==> src/rtl/adsc_pkg.sv <==
// Package with the shared types and constants of the automatic door stepper controller.
`default_nettype none

package adsc_pkg;

   localparam int unsigned RUN_WIDTH   = 16;
   localparam int unsigned PHASE_COUNT = 4;
   localparam int unsigned PHASE_WIDTH = $clog2(PHASE_COUNT);
   localparam int unsigned COIL_WIDTH  = PHASE_COUNT;
   localparam int unsigned CODE_WIDTH  = 8;

   localparam logic [RUN_WIDTH-1:0]  RESET_RUN_TICKS = RUN_WIDTH'(2000);
   localparam logic [CODE_WIDTH-1:0] MSG_NONE        = CODE_WIDTH'(0);
   localparam logic [CODE_WIDTH-1:0] MSG_SENSOR      = CODE_WIDTH'(84);
   localparam logic [CODE_WIDTH-1:0] MSG_KEY         = CODE_WIDTH'(85);

   typedef struct packed {
      logic                   opening_dir;
      logic [RUN_WIDTH-1:0]   ticks_left;
      logic [PHASE_WIDTH-1:0] phase_count;
      logic                   press_latched;
      logic                   key_hold;
   } door_state_type;

   typedef struct packed {
      logic [COIL_WIDTH-1:0] coil_drive;
      logic                  door_opening;
      logic                  announce;
      logic [CODE_WIDTH-1:0] voice_code;
   } door_result_type;

endpackage

`default_nettype wire

==> src/rtl/adsc_step.sv <==
// Per-tick door logic and motor step: next state and result for one transaction.
`default_nettype none

module adsc_step (
   input  wire logic                          key_pressed,
   input  wire logic                          person_present,
   input  wire logic [adsc_pkg::RUN_WIDTH-1:0] run_ticks,
   input  wire adsc_pkg::door_state_type      state_cur,
   output adsc_pkg::door_state_type           state_nxt,
   output adsc_pkg::door_result_type          result
);
   import adsc_pkg::*;

   door_state_type        st;
   logic [CODE_WIDTH-1:0] code;
   logic [COIL_WIDTH-1:0] coils;

   always_comb begin
      st    = state_cur;
      code  = MSG_NONE;
      coils = '0;

      if (key_pressed) begin
         if (!st.press_latched) begin
            st.press_latched = 1'b1;
            if (!st.opening_dir) begin
               st.opening_dir = 1'b1;
               st.ticks_left  = run_ticks;
               st.key_hold    = 1'b1;
            end
            code = MSG_KEY;
         end
      end else begin
         st.press_latched = 1'b0;
      end

      if (st.key_hold) begin
         if (st.ticks_left == '0) begin
            st.key_hold = 1'b0;
         end
      end else if (person_present) begin
         if (!st.opening_dir) begin
            st.opening_dir = 1'b1;
            st.ticks_left  = run_ticks;
            code           = MSG_SENSOR;
         end
      end else begin
         if (st.opening_dir) begin
            st.opening_dir = 1'b0;
            st.ticks_left  = run_ticks;
         end
      end

      if (st.ticks_left != '0) begin
         st.ticks_left = st.ticks_left - RUN_WIDTH'(1);
         if (st.opening_dir) begin
            coils = COIL_WIDTH'(1 << (COIL_WIDTH - 1)) >> st.phase_count;
         end else begin
            coils = COIL_WIDTH'(1) << st.phase_count;
         end
         st.phase_count = st.phase_count + PHASE_WIDTH'(1);
      end
   end

   assign state_nxt           = st;
   assign result.coil_drive   = coils;
   assign result.door_opening = st.opening_dir;
   assign result.announce     = (code != MSG_NONE);
   assign result.voice_code   = code;

endmodule

`default_nettype wire

==> src/rtl/auto_door_stepper_controller_unit.sv <==
// Top level of the automatic door stepper controller with input and result registers.
// A transaction accepted into the input register passes through the step logic into the
// result register, unless an earlier result is still stalled on the result side.
// Throughput: one transaction per cycle while the result side is not stalled, set by the
// combinational step logic between the input register and the result register.
// Reset: synchronous; run_ticks and ticks_left go to 2000; valids and door state clear.
`default_nettype none

module auto_door_stepper_controller_unit (
   input  wire logic                           clock,
   input  wire logic                           reset,
   input  wire logic                           req_valid,
   output      logic                           req_ready,
   input  wire logic                           req_key_pressed,
   input  wire logic                           req_person_present,
   output      logic                           rsp_valid,
   input  wire logic                           rsp_ready,
   output      logic [adsc_pkg::COIL_WIDTH-1:0] rsp_coil_drive,
   output      logic                           rsp_door_opening,
   output      logic                           rsp_announce,
   output      logic [adsc_pkg::CODE_WIDTH-1:0] rsp_voice_code,
   input  wire logic                           csr_valid,
   output      logic                           csr_ready,
   input  wire logic [adsc_pkg::RUN_WIDTH-1:0]  csr_run_ticks
);
   import adsc_pkg::*;

   logic                 in_valid_ff, in_valid_in;
   logic                 in_key_ff, in_person_ff;
   logic                 out_valid_ff, out_valid_in;
   door_result_type      out_ff;
   door_state_type       state_ff, state_in;
   door_result_type      step_result;
   logic [RUN_WIDTH-1:0] run_ticks_ff;
   logic                 advance;
   logic                 req_fire;

   assign advance   = in_valid_ff && (!out_valid_ff || rsp_ready);
   assign req_ready = !in_valid_ff || advance;
   assign req_fire  = req_valid && req_ready;
   assign csr_ready = 1'b1;

   assign in_valid_in  = req_fire ? 1'b1 : (advance ? 1'b0 : in_valid_ff);
   assign out_valid_in = advance ? 1'b1 : (rsp_ready ? 1'b0 : out_valid_ff);

   adsc_step u_step (
      .key_pressed    (in_key_ff),
      .person_present (in_person_ff),
      .run_ticks      (run_ticks_ff),
      .state_cur      (state_ff),
      .state_nxt      (state_in),
      .result         (step_result)
   );

   always_ff @(posedge clock) begin
      if (reset) begin
         in_valid_ff            <= 1'b0;
         out_valid_ff           <= 1'b0;
         run_ticks_ff           <= RESET_RUN_TICKS;
         state_ff.opening_dir   <= 1'b0;
         state_ff.ticks_left    <= RESET_RUN_TICKS;
         state_ff.phase_count   <= '0;
         state_ff.press_latched <= 1'b0;
         state_ff.key_hold      <= 1'b0;
      end else begin
         in_valid_ff  <= in_valid_in;
         out_valid_ff <= out_valid_in;
         if (csr_valid && csr_ready) begin
            run_ticks_ff <= csr_run_ticks;
         end
         if (advance) begin
            state_ff <= state_in;
         end
      end
   end

   always_ff @(posedge clock) begin
      if (req_fire) begin
         in_key_ff    <= req_key_pressed;
         in_person_ff <= req_person_present;
      end
      if (advance) begin
         out_ff <= step_result;
      end
   end

   assign rsp_valid        = out_valid_ff;
   assign rsp_coil_drive   = out_ff.coil_drive;
   assign rsp_door_opening = out_ff.door_opening;
   assign rsp_announce     = out_ff.announce;
   assign rsp_voice_code   = out_ff.voice_code;

endmodule

`default_nettype wire

==> config.mk <==
export PLATFORM = sky130hd
export DESIGN_NAME = auto_door_stepper_controller_unit
export DESIGN_NICKNAME = d
export VERILOG_FILES = /design/src/rtl/adsc_pkg.sv /design/src/rtl/adsc_step.sv /design/src/rtl/auto_door_stepper_controller_unit.sv
export SDC_FILE = /design/constraint.sdc
export NUM_CORES = 1
export LEC_CHECK = 0
export BUFFER_PORTS_ARGS = -buffer_cell sky130_fd_sc_hd__buf_2
export CAP_MARGIN = 20
export CORE_UTILIZATION = 60
export DETAILED_ROUTE_END_ITERATION = 10
export PLACE_DENSITY = 0.83
export SETUP_SLACK_MARGIN = 0.2
export SLEW_MARGIN = 20
export SYNTH_ARGS = -nofsm -noshare
export SYNTH_HDL_FRONTEND = slang
export SYNTH_SLANG_ARGS = --single-unit
==> constraint.sdc <==
create_clock -name clock -period 10.8 [get_ports clock]
set_input_delay 1.08 -clock clock [delete_from_list [all_inputs] [get_ports clock]]
set_output_delay 1.08 -clock clock [all_outputs]
set_load 0.01 [all_outputs]
==> reports/metrics.csv <==
metric,value,unit
status,"finished, final reports clean",
MaxCap Viol Count,0,
sequential power share,0.521,
hold endpoint,state_ff[5],
worst hold margin,495,ps
critical path's top delay family,compound AO/OA/AOI/OAI gates,
die area,0.00519,mm^2
ys async rst share,0,
post-cts sizing count,0,
WL per Instance,15.3,um
FMAX,247,MHz
most frequent CP cell,mux2i_1,
DRT Pass-1 Iters,4,
RSZ-0062 raised after global routing,false,
synthesized area per cell,8.79,um^2
FP Rows,25,
Util after Layout,0.673,
Yosys cell types,61,
#FFs+latches synth,49,
initial core utilization,0.624,
critical path class,register to register,
most frequent cell after synthesis,nor2_1,
Root Driver,clkbuf_8,
Inst Count DP,416,
clock share of power,0.260,
worst-case reg-to-reg path depth,12,
post-synthesis sequential area ratio,0.367,
vias post-DR,2592,
Most used DFF post-synth,dfxtp_1,
Worst-path clk slew,80,ps
reg2reg start,in_person_ff,
share of post-route cells with drive strength above 1,0.174,
H-Tree Depth,2,
gpl congestion,0.943,
die width,72.1,um
post-route minimum period,4050,ps
"Worst Setup Slack, final",6750,ps
crit path buf inv count,1,
initial antenna violation count,0,
Finish-stage setup viols,0,
drt drc,0,
pins over their slew limit,0,
Max IR drop VDD,0.101,mV
Post-synth EDFFs,10,
IO Count,40,
Combinational Power Share,0.220,
fill count,380,
switch share,0.309,
worst hold stages,2,
clock skew,9.51,ps
TritonCTS clock tree,built,
Final Hold Vio Count,0,
Mapped Area,0.00295,mm^2
dpl hpwl,4.41,mm
worst slew pin tran,994,ps
Slew Limit Headroom,0.337,
Antenna Violating Nets Remaining,0,
ranking of synthesized cells by area,"dfxtp_1 (27%), mux2i_1 (11%), edfxtp_1 (10%)",
pre-CTS setup slack,6770,ps
Worst Setup SP,in_person_ff,
worst path required time,11020,ps
first-pass GRT wire length,10.7,mm
crit-path max FO,29,
area share of the largest cell type after synthesis,0.265,
Synth Warn #,0,
synthesized instance count,335,
Layout area overhead,7.99,%
Leak,1.26,nW
pwr dens,128,mW/mm^2
# diodes,0,
Worst path slowest cell,a2111oi_4,
CTS Buf Count,5,
cell internal pwr,282,uW
multi-input combinational cell area,0.00171,mm^2
crit-path max cell delay,810,ps
worst hold start,state_ff[5],
clk_lat worst skew,300,ps
setup_tns,0,ps
largest area contributor in the netlist,dfxtp_1,
nets@finish,385,
Psw,126,uW
setup bufs post-CTS,0,
Crit. End Element,register,
"setup slack, reg-to-reg",6750,ps
Clock Sink Count,49,
Critical Path AT,4270,ps
DRT iter0 DRCs,137,
cts hold-fix bufs,0,
worst-path cell chain,"xor2_1, a21oi_2, buf_4, mux2i_1, ha_1, nand2b_1, nor4b_1, mux2i_1, a2111oi_4, or3_1, mux2_2, a31oi_1",
vias in the first global route,2350,
DIE HEIGHT,72.1,um
Total GRT Usage,0.264,
pin count of the biggest net entering global routing,32,
final wirelength,6.47,mm
vias per inst,6.11,
Final Non-Filler Cells,424,
GRT overflow,0,
Final Cycle Share,0.375,
clock tree buffer depth,2,
FF+latch area,0.00108,mm^2
r2r endpoint,state_ff[9],
Commonest cells post-synth,"nor2_1 (48), dfxtp_1 (39), mux2i_1 (33)",
port buffer count,34,
Core Region,0.00472,mm^2
Worst setup SP type,register,
class of the worst hold path,register to register,
## registers in the layout (all words and copies together) (netlist names)
| signal | flops |
|---|---|
| rsp_coil_drive | 4 |
| in_key_ff | 1 |
| rsp_voice_code | 2 |
| in_person_ff | 1 |
| run_ticks_ff | 16 |
| rsp_valid | 1 |
| state_ff | 21 |
| rsp_announce | 1 |
| in_valid_ff | 1 |
| rsp_door_opening | 1 |
## layer usage
layer  up-vias  GRT usage  part of all wire
li1       1249          -                 -
met2       109      0.413              0.46
met3        18     0.0528             0.072
met5         -          0                 0
met4         0      0.124             0.024
met1      1216      0.351              0.44
## cell families after synthesis
family | Yosys count | synth area share
buffers and inverters | 33 | 0.0565
adder cells (fa/ha/maj) | 6 | 0.0255
XOR/XNOR | 5 | 0.0149
AND/OR/NAND/NOR | 127 | 0.214
flip-flops | 49 | 0.367
other | 2 | 0.00255
AO/OA/AOI/OAI | 73 | 0.175
multiplexers | 40 | 0.144
## power groups by stage
stage	clock, mW	sequential, mW	combinational [mW]
after global routing	0.117	0.214	0.0991
after detailed placement	0	0.216	0.0881
after CTS	0.108	0.212	0.0889
after global placement	0	0.216	0.0861
final	0.106	0.213	0.0897
after floorplan	0	0.213	0.0707
## worst register-to-register path: cells and delay by family (launching register included)
kind | cells | cell delay [ps]
XOR/XNOR | 1 | 210
AO/OA/AOI/OAI | 3 | 1110
flip-flops | 1 | 420
multiplexers | 3 | 950
AND/OR/NAND/NOR | 3 | 720
adder cells (fa/ha/maj) | 1 | 270
buffers and inverters | 1 | 310
## metrics by stage
step	area, um^2	power [mW]
2_1_floorplan	2960	0.284
3_3_place_gp	3100	0.302
3_5_place_dp	3100	0.304
4_1_cts	3180	0.409
5_1_grt	3180	0.431
6_report	3180	0.408
## layout by cell type (no fill, tap or decap), drive strengths merged, types with 6 or more instances in the layout
master	count
dfxtp	39
ha	6
nor4	7
inv	7
a21oi	19
buf	37
clkbuf	7
nor2	48
nand2	32
mux2i	34
nand2b	6
o21ai	13
edfxtp	10
nor3	7
mux2	6
## layout make-up
class,instances,share of cell area
clock buffer,7,0.0240
timing repair buffer,37,0.0606
clock inverter,1,0.00236
tap,67,0.0264
sequential,49,0.340
multi-input combinational,256,0.539
inverter,7,0.00826
## worst max path at each step
stage	to	slack, ps	depth (start not counted)
after floorplan	state_ff[9]	7150	13
after global placement	state_ff[9]	7050	12
after detailed placement	state_ff[9]	6770	12
after CTS	state_ff[9]	6780	12
after global routing	state_ff[9]	6440	12
final	state_ff[9]	6750	12
Power figures use the tool's default switching activity.
